File: src/rtl/core/cfa_pkg.sv
// Shared types, constants and helpers of the circular first-free slot allocator.
package cfa_pkg;

  // Payload field widths
  localparam int CFA_SLOT_W     = 10;
  localparam int CFA_COUNT_W    = 11;
  localparam int CFA_IN_DATA_W  = 16;
  localparam int CFA_OUT_DATA_W = 16;

  // Occupancy bitmap word
  localparam int CFA_WORD_W  = 32;
  localparam int CFA_WORD_LG = 5;

  // Defaults
  localparam int CFA_MAX_SLOTS_DEF = 1024;
  localparam int CFA_COUNT_RST     = 1024;

  // Request kinds carried on in_tuser
  localparam logic CFA_MODE_ALLOC   = 1'b0;
  localparam logic CFA_MODE_RELEASE = 1'b1;

  typedef enum logic [3:0] {
    ST_SWEEP,
    ST_IDLE,
    ST_FIRST,
    ST_SCAN_RD,
    ST_SCAN_CHK,
    ST_WORD_CHK,
    ST_GRANT,
    ST_FULL,
    ST_REL
  } cfa_state_t;

  // Index of the lowest set bit of a bitmap word (0 when none set)
  function automatic logic [CFA_WORD_LG-1:0] cfa_lowest_set(input logic [CFA_WORD_W-1:0] v);
    logic [CFA_WORD_LG-1:0] res;
    res = '0;
    for (int i = CFA_WORD_W - 1; i >= 0; i--) begin
      if (v[i]) begin
        res = CFA_WORD_LG'(i);
      end
    end
    return res;
  endfunction

endpackage

File: src/rtl/core/circular_first_free_allocator.sv
// Top level of the circular first-free slot allocator.
//
//  channel | direction | tdata                        | tuser
//  --------+-----------+------------------------------+----------------------------
//  in_     | slave     | [9:0] slot, [15:10] zero     | [0] mode (0 alloc, 1 release)
//  out_    | master    | [9:0] granted_slot, rest 0   | [0] full_res
//  cfg_    | slave     | cfg_data = spot_count        | -
//
// Occupancy sits in a bitmap RAM of 32-bit words (one bit per slot, set = free) plus a
// summary RAM with one bit per bitmap word (set = word has a free slot); both have a
// registered read. An allocate grants from the start word when it holds a free slot,
// else from a word that the start summary word marks free above the start word, else
// from the walk over summary words, each read (SCAN_RD) and then checked (SCAN_CHK).
// Reset and every spot_count write run a rebuild sweep, one bitmap word per cycle,
// with in_tready low.
// A grant waits in place while the output register is still held by a stall.
module circular_first_free_allocator #(
  parameter int MAX_SLOTS = cfa_pkg::CFA_MAX_SLOTS_DEF
) (
  input  logic                                clk,
  input  logic                                rst_n,
  input  logic                                in_tvalid,
  output logic                                in_tready,
  input  logic [cfa_pkg::CFA_IN_DATA_W-1:0]   in_tdata,   // [9:0] slot
  input  logic                                in_tuser,   // [0] mode
  output logic                                out_tvalid,
  input  logic                                out_tready,
  output logic [cfa_pkg::CFA_OUT_DATA_W-1:0]  out_tdata,  // [9:0] granted_slot
  output logic                                out_tuser,  // [0] full_res
  input  logic                                cfg_valid,
  output logic                                cfg_ready,
  input  logic [cfa_pkg::CFA_COUNT_W-1:0]     cfg_data    // spot_count
);
  import cfa_pkg::*;

  localparam int NW  = (MAX_SLOTS + CFA_WORD_W - 1) / CFA_WORD_W;
  localparam int NWA = (NW > 1) ? $clog2(NW) : 1;
  localparam int NS  = (NW + CFA_WORD_W - 1) / CFA_WORD_W;
  localparam int NSA = (NS > 1) ? $clog2(NS) : 1;
  localparam int IW  = NWA + CFA_WORD_LG;
  localparam int CW  = $clog2(MAX_SLOTS + 1);
  localparam int RST_COUNT = (CFA_COUNT_RST > MAX_SLOTS) ? MAX_SLOTS : CFA_COUNT_RST;
  localparam logic [CFA_WORD_W-1:0] ONES = '1;

  // Mask of bits whose index base + i lies below limit
  function automatic logic [CFA_WORD_W-1:0] fill_mask(input logic [31:0] base,
                                                      input logic [31:0] limit);
    logic [31:0] diff;
    logic [CFA_WORD_W-1:0] m;
    diff = limit - base;
    if (limit <= base) begin
      m = '0;
    end else if (diff >= 32'(CFA_WORD_W)) begin
      m = ONES;
    end else begin
      m = (CFA_WORD_W'(1) << diff[CFA_WORD_LG-1:0]) - CFA_WORD_W'(1);
    end
    return m;
  endfunction

  // Memories
  logic [CFA_WORD_W-1:0] bm_mem [NW];
  logic [CFA_WORD_W-1:0] sm_mem [NS];

  // State and datapath registers
  cfa_state_t            state_r, state_nxt;
  logic [CW-1:0]         count_r, count_nxt;
  logic [IW-1:0]         start_r, start_nxt;
  logic [NSA-1:0]        scan_r, scan_nxt;
  logic                  wrap_r, wrap_nxt;
  logic [NWA-1:0]        word_r, word_nxt;
  logic [CFA_WORD_LG-1:0] bit_r, bit_nxt;
  logic [NWA-1:0]        ptr_r, ptr_nxt;
  logic [CFA_WORD_W-1:0] bm_rdata_r, sm_rdata_r;
  logic                  out_valid_r, out_valid_nxt;
  logic [CFA_SLOT_W-1:0] out_slot_r;
  logic                  out_full_r;

  // Memory and output controls
  logic                  bm_re, sm_re, bm_we, sm_we;
  logic [NWA-1:0]        bm_raddr, bm_waddr;
  logic [NSA-1:0]        sm_raddr, sm_waddr;
  logic [CFA_WORD_W-1:0] bm_wdata, sm_wdata;
  logic                  out_load, out_load_full;

  // Request decode
  logic [CFA_SLOT_W-1:0] in_slot;
  logic                  in_in_range;
  logic [IW-1:0]         in_start;
  logic [NWA-1:0]        in_word;

  // Search terms
  logic [NWA-1:0]         start_word;
  logic [CFA_WORD_LG-1:0] start_bit;
  logic [NSA-1:0]         start_sa;
  logic [CFA_WORD_LG-1:0] start_wlo;
  logic [CFA_WORD_W-1:0]  first_m, above_m;
  logic                   first_hit, above_hit, scan_hit;
  logic [NWA-1:0]         w_above, w_scan;
  logic [CFA_WORD_W-1:0]  bm_clr, sm_clr, bm_set, sm_set;
  logic                   out_free;
  logic [31:0]            sweep_base, nw_used;

  assign in_slot     = in_tdata[CFA_SLOT_W-1:0];
  assign in_in_range = 32'(in_slot) < 32'(count_r);
  assign in_start    = in_in_range ? IW'(in_slot) : '0;
  assign in_word     = in_start[IW-1:CFA_WORD_LG];

  assign start_word = start_r[IW-1:CFA_WORD_LG];
  assign start_bit  = start_r[CFA_WORD_LG-1:0];
  assign start_sa   = NSA'(start_word >> CFA_WORD_LG);
  assign start_wlo  = CFA_WORD_LG'(start_word);

  // Free slots at or above the start, then free words above the start word
  assign first_m   = bm_rdata_r & (ONES << start_bit);
  assign first_hit = |first_m;
  assign above_m   = sm_rdata_r & ((ONES << start_wlo) << 1);
  assign above_hit = |above_m;
  assign scan_hit  = |sm_rdata_r;
  assign w_above   = NWA'({start_sa, cfa_lowest_set(above_m)});
  assign w_scan    = NWA'({scan_r, cfa_lowest_set(sm_rdata_r)});

  // Read-modify-write data
  assign bm_clr = bm_rdata_r & ~(CFA_WORD_W'(1) << bit_r);
  assign sm_clr = sm_rdata_r & ~(CFA_WORD_W'(1) << CFA_WORD_LG'(word_r));
  assign bm_set = bm_rdata_r | (CFA_WORD_W'(1) << start_bit);
  assign sm_set = sm_rdata_r | (CFA_WORD_W'(1) << start_wlo);

  assign out_free   = !out_valid_r || out_tready;
  assign sweep_base = 32'(ptr_r) << CFA_WORD_LG;
  assign nw_used    = (32'(count_r) + 32'(CFA_WORD_W - 1)) >> CFA_WORD_LG;

  // Next state
  always_comb begin
    state_nxt = state_r;
    unique case (state_r)
      ST_SWEEP:    if (32'(ptr_r) == 32'(NW - 1)) state_nxt = ST_IDLE;
      ST_IDLE: begin
        if (in_tvalid) begin
          if (in_tuser == CFA_MODE_ALLOC) begin
            state_nxt = ST_FIRST;
          end else if (in_in_range) begin
            state_nxt = ST_REL;
          end
        end
      end
      ST_FIRST: begin
        if (first_hit) begin
          state_nxt = ST_GRANT;
        end else if (above_hit) begin
          state_nxt = ST_WORD_CHK;
        end else begin
          state_nxt = ST_SCAN_RD;
        end
      end
      ST_SCAN_RD:  state_nxt = ST_SCAN_CHK;
      ST_SCAN_CHK: begin
        if (scan_hit) begin
          state_nxt = ST_WORD_CHK;
        end else if (wrap_r && scan_r == start_sa) begin
          state_nxt = ST_FULL;
        end else begin
          state_nxt = ST_SCAN_RD;
        end
      end
      ST_WORD_CHK: state_nxt = ST_GRANT;
      ST_GRANT:    if (out_free) state_nxt = ST_IDLE;
      ST_FULL:     if (out_free) state_nxt = ST_IDLE;
      ST_REL:      state_nxt = ST_IDLE;
      default:     state_nxt = ST_SWEEP;
    endcase
    // A count write restarts the rebuild
    if (cfg_valid) state_nxt = ST_SWEEP;
  end

  // Outputs: memory ports, handshake, result load
  always_comb begin
    in_tready     = 1'b0;
    bm_re         = 1'b0;
    bm_raddr      = '0;
    sm_re         = 1'b0;
    sm_raddr      = '0;
    bm_we         = 1'b0;
    bm_waddr      = '0;
    bm_wdata      = '0;
    sm_we         = 1'b0;
    sm_waddr      = '0;
    sm_wdata      = '0;
    out_load      = 1'b0;
    out_load_full = 1'b0;
    unique case (state_r)
      ST_SWEEP: begin
        bm_we    = 1'b1;
        bm_waddr = ptr_r;
        bm_wdata = fill_mask(sweep_base, 32'(count_r));
        sm_we    = 32'(ptr_r) < 32'(NS);
        sm_waddr = NSA'(ptr_r);
        sm_wdata = fill_mask(sweep_base, nw_used);
      end
      ST_IDLE: begin
        in_tready = 1'b1;
        bm_re     = in_tvalid;
        bm_raddr  = in_word;
        sm_re     = in_tvalid;
        sm_raddr  = NSA'(in_word >> CFA_WORD_LG);
      end
      ST_FIRST: begin
        if (!first_hit && above_hit) begin
          bm_re    = 1'b1;
          bm_raddr = w_above;
        end
      end
      ST_SCAN_RD: begin
        sm_re    = 1'b1;
        sm_raddr = scan_r;
      end
      ST_SCAN_CHK: begin
        if (scan_hit) begin
          bm_re    = 1'b1;
          bm_raddr = w_scan;
        end
      end
      ST_WORD_CHK: begin
      end
      ST_GRANT: begin
        if (out_free) begin
          bm_we    = 1'b1;
          bm_waddr = word_r;
          bm_wdata = bm_clr;
          // last free slot of the word gone: clear its summary bit
          sm_we    = (bm_clr == '0);
          sm_waddr = NSA'(word_r >> CFA_WORD_LG);
          sm_wdata = sm_clr;
          out_load = 1'b1;
        end
      end
      ST_FULL: begin
        if (out_free) begin
          out_load      = 1'b1;
          out_load_full = 1'b1;
        end
      end
      ST_REL: begin
        bm_we    = 1'b1;
        bm_waddr = start_word;
        bm_wdata = bm_set;
        sm_we    = 1'b1;
        sm_waddr = start_sa;
        sm_wdata = sm_set;
      end
      default: begin
      end
    endcase
  end

  // Datapath next values
  always_comb begin
    count_nxt = count_r;
    start_nxt = start_r;
    scan_nxt  = scan_r;
    wrap_nxt  = wrap_r;
    word_nxt  = word_r;
    bit_nxt   = bit_r;
    ptr_nxt   = ptr_r;
    unique case (state_r)
      ST_SWEEP:  ptr_nxt = ptr_r + 1'b1;
      ST_IDLE:   if (in_tvalid) start_nxt = in_start;
      ST_FIRST: begin
        if (first_hit) begin
          word_nxt = start_word;
          bit_nxt  = cfa_lowest_set(first_m);
        end else if (above_hit) begin
          word_nxt = w_above;
        end else if (32'(start_sa) == 32'(NS - 1)) begin
          scan_nxt = '0;
          wrap_nxt = 1'b1;
        end else begin
          scan_nxt = start_sa + 1'b1;
          wrap_nxt = 1'b0;
        end
      end
      ST_SCAN_CHK: begin
        if (scan_hit) begin
          word_nxt = w_scan;
        end else if (!wrap_r && 32'(scan_r) == 32'(NS - 1)) begin
          scan_nxt = '0;
          wrap_nxt = 1'b1;
        end else begin
          scan_nxt = scan_r + 1'b1;
        end
      end
      ST_WORD_CHK: bit_nxt = cfa_lowest_set(bm_rdata_r);
      default: begin
      end
    endcase
    // Count write saturates at the slot capacity
    if (cfg_valid) begin
      ptr_nxt = '0;
      if (32'(cfg_data) > 32'(MAX_SLOTS)) begin
        count_nxt = CW'(MAX_SLOTS);
      end else begin
        count_nxt = CW'(cfg_data);
      end
    end
    out_valid_nxt = out_load ? 1'b1 : (out_tready ? 1'b0 : out_valid_r);
  end

  // Bitmap and summary RAMs, registered read
  always_ff @(posedge clk) begin
    if (bm_we) bm_mem[bm_waddr] <= bm_wdata;
    if (bm_re) bm_rdata_r <= bm_mem[bm_raddr];
  end

  always_ff @(posedge clk) begin
    if (sm_we) sm_mem[sm_waddr] <= sm_wdata;
    if (sm_re) sm_rdata_r <= sm_mem[sm_raddr];
  end

  // Control registers
  always_ff @(posedge clk) begin
    if (!rst_n) begin
      state_r     <= ST_SWEEP;
      count_r     <= CW'(RST_COUNT);
      ptr_r       <= '0;
      out_valid_r <= 1'b0;
    end else begin
      state_r     <= state_nxt;
      count_r     <= count_nxt;
      ptr_r       <= ptr_nxt;
      out_valid_r <= out_valid_nxt;
    end
  end

  // Payload registers
  always_ff @(posedge clk) begin
    start_r <= start_nxt;
    scan_r  <= scan_nxt;
    wrap_r  <= wrap_nxt;
    word_r  <= word_nxt;
    bit_r   <= bit_nxt;
    if (out_load) begin
      out_slot_r <= out_load_full ? '0 : CFA_SLOT_W'({word_r, bit_r});
      out_full_r <= out_load_full;
    end
  end

  assign cfg_ready  = 1'b1;
  assign out_tvalid = out_valid_r;
  assign out_tdata  = CFA_OUT_DATA_W'(out_slot_r);
  assign out_tuser  = out_full_r;

endmodule

File: config.mk
export PLATFORM = sky130hd
export DESIGN_NAME = circular_first_free_allocator
export DESIGN_NICKNAME = d
export VERILOG_FILES = /design/src/rtl/core/cfa_pkg.sv /design/src/rtl/core/circular_first_free_allocator.sv
export SDC_FILE = /design/constraint.sdc
export NUM_CORES = 2
export LEC_CHECK = 0
export ABC_AREA = 1
export BUFFER_PORTS_ARGS = -buffer_cell sky130_fd_sc_hd__buf_2
export CORE_ASPECT_RATIO = 1.2
export CORE_MARGIN = 2
export CORE_UTILIZATION = 50
export CTS_CLUSTER_DIAMETER = 120
export DETAILED_ROUTE_END_ITERATION = 6
export PLACE_DENSITY_LB_ADDON = 0.1
export SETUP_SLACK_MARGIN = 0.05
export SKIP_LAST_GASP = 1
export SYNTH_ARGS = -nofsm -noshare
export SYNTH_HDL_FRONTEND = slang
export SYNTH_SLANG_ARGS = --single-unit
File: constraint.sdc
create_clock -name clk -period 10.7 [get_ports clk]
set_clock_uncertainty 0.2 [all_clocks]
set_input_delay 2.14 -clock clk [delete_from_list [all_inputs] [get_ports clk]]
set_output_delay 2.14 -clock clk [all_outputs]
set_load 0.01 [all_outputs]
Yosys cells after proc, flatten, opt, wreduce, memory -nomap -nowiden
Memories as Yosys holds them, arrays and structs flattened. A register that Yosys moved wholly into a read port is not among the register bits.
Index checks and enable logic that the tools add are counted.
Storage, ports and cells
  register bits: 54
  RAM bits: 1056
  input port bits: 33
  output and inout bits: 20
  logic and storage cells: 276
  memories kept: 2
Memories
  bm_mem: words 32, width 32, rd ports 1, clocked after Yosys merged registers in 1, write ports 1, RTL line circular_first_free_allocator.sv:62  | logic [CFA_WORD_W-1:0] bm_mem [NW];
  sm_mem: words 1, width 32, rd ports 1, clocked after Yosys merged registers in 1, write ports 1, RTL line circular_first_free_allocator.sv:63  | logic [CFA_WORD_W-1:0] sm_mem [NS];
Cells by class
  add/sub/neg operators: 7
  order comparisons: 7
  eq/ne operators: 20
  shift operators: 8
  mux-type cells: 186
  bitwise operators: 10
  reductions and logical operators: 24
Operators with widths (number)
  $mux 5: 135
  $mux 32: 6
  $pmux 32 s3: 2
  $shl 1x5->32 const A: 6
  $and 32x32->32: 4
  $reduce_or 32->1: 3
  $ge 32x6->1 const B: 2
  $not 32->32: 2
  $or 32x32->32: 2
  $sub 32x2->32 const B: 2
  $logic_not 32->1: 1
  $pmux 4 s8: 1
  $shl 32x5->31 const A: 1
  $shl 32x5->32 const A: 1
  $pmux 5 s3: 2
  $mux 1: 21
  $mux 4: 5
  $pmux 5 s2: 2
  $eq 4x3->1 const B: 4
  $ne 2x2->1 const B: 8
  $add 11x5->12 const B: 1
  $mux 3: 4
  $sub 11x10->12: 1
  $gt 11x11->1 const B: 1
  other kinds (28): 45

Longest topological paths before layout
  word-level depth: 37
  depth in mapped cells: 46

Worst setup path after synthesis
Ideal clock, no wire load.
  kind: input to register
  start point: input out_tready
  end point: memory bm_mem[0][0], enable pin
  setup time: 0.461 ns
  arrival: 5.904 ns
  setup slack: 4.135 ns
  stages on the path: 7
  path buffers: 1
  path through: nor2_1 > nor2_1 > nand2_1 > inv_2 > clkbuf_1 > o21ai_0 > nor3_1
On the way
  word-level cells in the longest chain between the ends: 5
  elaborated cells on any way between the ends: 7
  those cells by class: 6 x mux; 1 x reduce/logical
RTL lines
  from (decl): RTL line circular_first_free_allocator.sv:27  | input logic out_tready,
  $logic_or 1x1->1 *: RTL line circular_first_free_allocator.sv:129  | assign out_free = !out_valid_r || out_tready;
  $mux 1: RTL line circular_first_free_allocator.sv:226  | if (out_free) begin
  $pmux 1 s2: RTL line circular_first_free_allocator.sv:191  | unique case (state_r)
  $mux 1: RTL line circular_first_free_allocator.sv:310  | if (bm_we) bm_mem[bm_waddr] <= bm_wdata;
  $mux 1 (not written as such): RTL line circular_first_free_allocator.sv:310
  to (decl): RTL line circular_first_free_allocator.sv:62
Every way passes the cells marked *; elsewhere a longest branch is shown, timed or not.

Final worst setup path
  start point: register start_r[1]
  end point: register bm_rdata_r[25] (read register of bm_mem), data pin
On the way
  word-level cells in the longest chain between the ends: 7
  elaborated cells on any way between the ends: 9
  those cells by class: 1 x shift; 4 x mux; 1 x bitwise; 3 x reduce/logical
RTL lines
  from (decl): RTL line circular_first_free_allocator.sv:68  | logic [IW-1:0] start_r, start_nxt;
  from (signal assigned): RTL line circular_first_free_allocator.sv:336  | start_r <= start_nxt;
  $shl 32x5->32 *: RTL line circular_first_free_allocator.sv:115  | assign first_m = bm_rdata_r & (ONES << start_bit);
  $and 32x32->32 *: RTL line circular_first_free_allocator.sv:115
  $reduce_or 32->1 *: RTL line circular_first_free_allocator.sv:116  | assign first_hit = |first_m;
  $logic_not 1->1 *: RTL line circular_first_free_allocator.sv:208  | if (!first_hit && above_hit) begin
  $logic_and 1x1->1 *: RTL line circular_first_free_allocator.sv:208
  $mux 5 / $mux 1 (equally long branches): RTL line circular_first_free_allocator.sv:208
  $pmux 5 s3 / $pmux 1 s3 (equally long branches): RTL line circular_first_free_allocator.sv:191
  to (decl): RTL line circular_first_free_allocator.sv:74  | logic [CFA_WORD_W-1:0] bm_rdata_r, sm_rdata_r;
Marks and branches as above.
A chain may end at the register's enable or synchronous reset.

==> summary.md <==
| Metric | Value |
|---|---|
| Dpl hpwl | `99.0 mm` |
| FMAX | `~150 MHz` |
| Mux cell area share after synthesis | `0` |
| Placer Congestion | `around 1` |
| Worst-path maximum fanout | `78` |
| NumNets Final | `slightly below 6000` |
| Via count of the first global-routing pass | `roughly 40000` |
| Postcts setup bufs | `0` |
| CTS clk-pin slew, worst paths | `~0.07 ns` |
| Non-filler cells, final | `7440` |
| Clock root buffer | `clkbuf_16` |
| Ys async rst share | `0` |
| Grt ovf | `0` |
| Fin crit share | `0.629` |
| Final Setup Violations | `0` |
| Area growth syn-to-layout | `9.73%` |
| Final setup margin | `just under 4 ns` |
| Worst min path class | `reg -> reg` |
| Max-slew violation total from the final report | `0` |
| CP Cell Sequence | `nand2_1 -> nor2_1 -> a211oi_1 -> nor2_1 -> nand2_1 -> nor4_1 -> nand2_1 -> inv_1 -> nand2_1 -> inv_2 -> nand2_8 -> nand2_8 -> buf_4 -> nand2_1 -> nand3_1 -> nand3_1 -> nand3_1 -> nand2_1 -> nand2_1 -> nand2_1` |
| Starting DRT DRC Count | `4677` |
| Total GRT Usage | `0.301` |
| P_int | `around 8.0 mW` |
| Die width | `~310 um` |
| P_sw | `~2.6 mW` |
| Final count of hold timing violations | `0` |
| Vias | `approximately 43000` |
| CP bufs+invs | `3` |
| Ports | `53` |
| Power Dens Cells | `between 150 and 200 mW/mm2` |
| First-pass GRT wire length | `around 260 mm` |
| Critical path launch point type | `register` |
| CTS resizes | `0` |
| Switching share of power | `0.243` |
| Total CTS buffers | `~120` |
| Peak VDD IR | `between 0.1 and 0.15 mV` |
| Pre-CTS setup slack | `3.29 ns` |
| Placed Cells | `between 7000 and 8000` |
| Setup TNS | `0 ns` |
| Clk network pwr share | `0.382` |
| Period minus WS final | `6.73 ns` |
| Commonest non-fill, non-tap cell in the layout | `nand2_1` |
| Antenna-violating nets left | `0` |
| Hold_ws | `0.211 ns` |
| Post-route cell area | `approximately 0.062 mm2` |
| Compound-Gate Fraction of Synth Area | `0.0413` |
| # DRC | `0` |
| Largest net degree at the start of global routing | `roughly 180` |
| Yosys warns | `0` |
| Post-synthesis xor/xnor area fraction | `0.000619` |
| Cell count after synthesis | `5906` |
| Synth Area in Simple Gates | `0.250` |
| Commonest cells after routing, fill and taps aside | `nand2_1 (1334), nand3_1 (1202), edfxtp_1 (1152), inv_1 (818), nor2_1 (252)` |
| P_leak | `24.4 nW` |
| Worst rel slew slack | `0.173` |
| Adder-Cell Fraction of Synth Area | `0.00513` |
| CTS Sinks | `about 1200` |
| Initial antenna violation count | `2` |
| Die Y | `between 300 and 400 um` |
| CP dominant cell by count | `nand2_1` |
| Die area | `around 0.12 mm2` |
| Crit path required time | `11.01 ns` |
| IO buf count | `39` |
| Dominant synthesized flop cell | `edfxtp_1` |
| Avg Cell Area, Syn | `between 9 and 10 um2` |
| Max Root-Sink Buffers | `3` |
| Share of cells above drive strength 1 | `0.0663` |
| Post-synth EDFFs | `between 1000 and 1500` |
| CTS Hold Buffers Added | `0` |
| Arr. time, crit path | `between 7 and 8 ns` |
| Later-pin clock latency in the skew report | `between 0.7 and 0.8 ns` |
| Core Footprint | `0.112 mm2` |
| Worst stage delay on the critical path | `0.71 ns` |
| RSZ-0062 raised after global routing | `no` |
| Drt total wl | `between 150 and 200 mm` |
| Critical path type | `reg -> reg` |
| Critical Path End Type | `register` |
| Largest family of logic cells by synthesized area | `simple AND/OR/NAND/NOR gates` |
| Seq cells post-synth | `roughly 1200` |
| Synth Cell Area | `0.0566 mm2` |
| CTS H-tree lvls | `3` |
| Drt via density | `~5.8` |
| Sequential fraction of the synthesis area | `0.619` |
| Starting Density | `0.503` |
| Row count | `between 100 and 150` |
| MaxCap Viol Count | `0` |
| Status | `finished, final reports clean` |
| TritonCTS clock tree | `done` |
| Logic pwr share | `0.093` |
| Routed length per instance | `between 20 and 25 um` |
| Library cells used by synthesis | `58` |
| DR pass1 iterations | `6` |
| Reg power frac | `0.525` |
| CP max stage cell | `buf_4` |
| Worst-margin pin slew | `roughly 1.2 ns` |
| Crit path max-delay family | `simple AND/OR/NAND/NOR gates` |
| Placed Instance Area | `between 0.05 and 0.06 mm2` |
==> flip-flops by register name, summed over array words and instances (netlist names), 4 cells and up <==
register and count:
state_r 4, start_r 10, count_r 11, sm_rdata_r 32
bit_r 5, sm_mem 32, word_r 5, bm_rdata_r 32
ptr_r 5, bm_mem 1024, out_slot_r 10
==> stage by stage <==
step                       util  total power [mW]
final                     0.552              10.6
after global routing      0.552              10.9
after CTS                 0.552              10.6
after detailed placement  0.519              6.60
after global placement    0.519              6.59
after floorplan               -              6.19
==> per-layer routing <==
metal  share of wire  vias up  track usage
li1                -    19865            -
met1            0.42    20977        0.406
met2            0.47     1823        0.489
met3           0.075      364       0.0407
met4           0.042        0        0.131
met5               0        -            0
==> worst register-to-register path, delay by kind of cell, from the launching register on <==
family          cells  cell delay (ns)
compound gates      1             0.22
buf+inv             3             1.20
simple gates       16             4.17
flops               1             0.67
==> power by group through the flow <==
stage	clock, mW	combinational [mW]	sequential (mW)
3_5_place_dp	0	0.971	5.63
5_1_grt	4.26	1.08	5.55
6_report	4.03	0.984	5.54
2_1_floorplan	0	0.549	5.64
4_1_cts	4.09	0.977	5.54
3_3_place_gp	0	0.960	5.63
==> logic make-up (layout without fill, tap and decap cells) <==
family / count (synthesis) / count (layout)
buffers and inverters: 1183 / 1202
and+or+nand+nor: 3126 / 3126
xor gates and xnor gates: 4 / 4
DFF: 1173 / 1173
adders and majority gates: 22 / 22
other: 2 / 10
AOI/OAI and AO/OA: 396 / 396
==> cell usage after synthesis, drive strengths merged, types with 31 or more instances <==
| library cell | instances | area [um2] |
|---|---|---|
| buf | 202 | 1050 |
| nand4 | 31 | 194 |
| nor3 | 66 | 330 |
| o21ai | 171 | 860 |
| nand3b | 162 | 1220 |
| inv | 837 | 3140 |
| edfxtp | 1152 | 34600 |
| nand2 | 1346 | 5110 |
| a21oi | 88 | 440 |
| nand3 | 1203 | 6020 |
| clkbuf | 143 | 547 |
| nor2 | 291 | 1110 |
==> path summary, 6_finish.rpt <==
kind / start / cells past startpoint / to / slack [ns]
setup / recovery: start_r[1]$_SDFFCE_PP0P_ / 20 / bm_rdata_r[25]$_DFFE_PP_ / 3.97
hold / removal: sm_mem[0][15]$_DFFE_PP_ / 0 / sm_rdata_r[15]$_DFFE_PP_ / 0.21
setup reg to reg: start_r[1]$_SDFFCE_PP0P_ / 20 / bm_rdata_r[25]$_DFFE_PP_ / 3.97
hold reg to reg: sm_mem[0][15]$_DFFE_PP_ / 0 / sm_rdata_r[15]$_DFFE_PP_ / 0.21
==> area by class of cell <==
cell class | instances | area, um2
antenna | 3 | 7.51
clock buffer | 149 | 3070
clock inverter | 71 | 644
fill | 9856 | 50400
inverter | 838 | 3170
multi-input combinational | 3555 | 17200
sequential | 1173 | 35000
tap | 1507 | 1890
timing repair buffer | 144 | 1070
(Power assumes the default switching activity.)
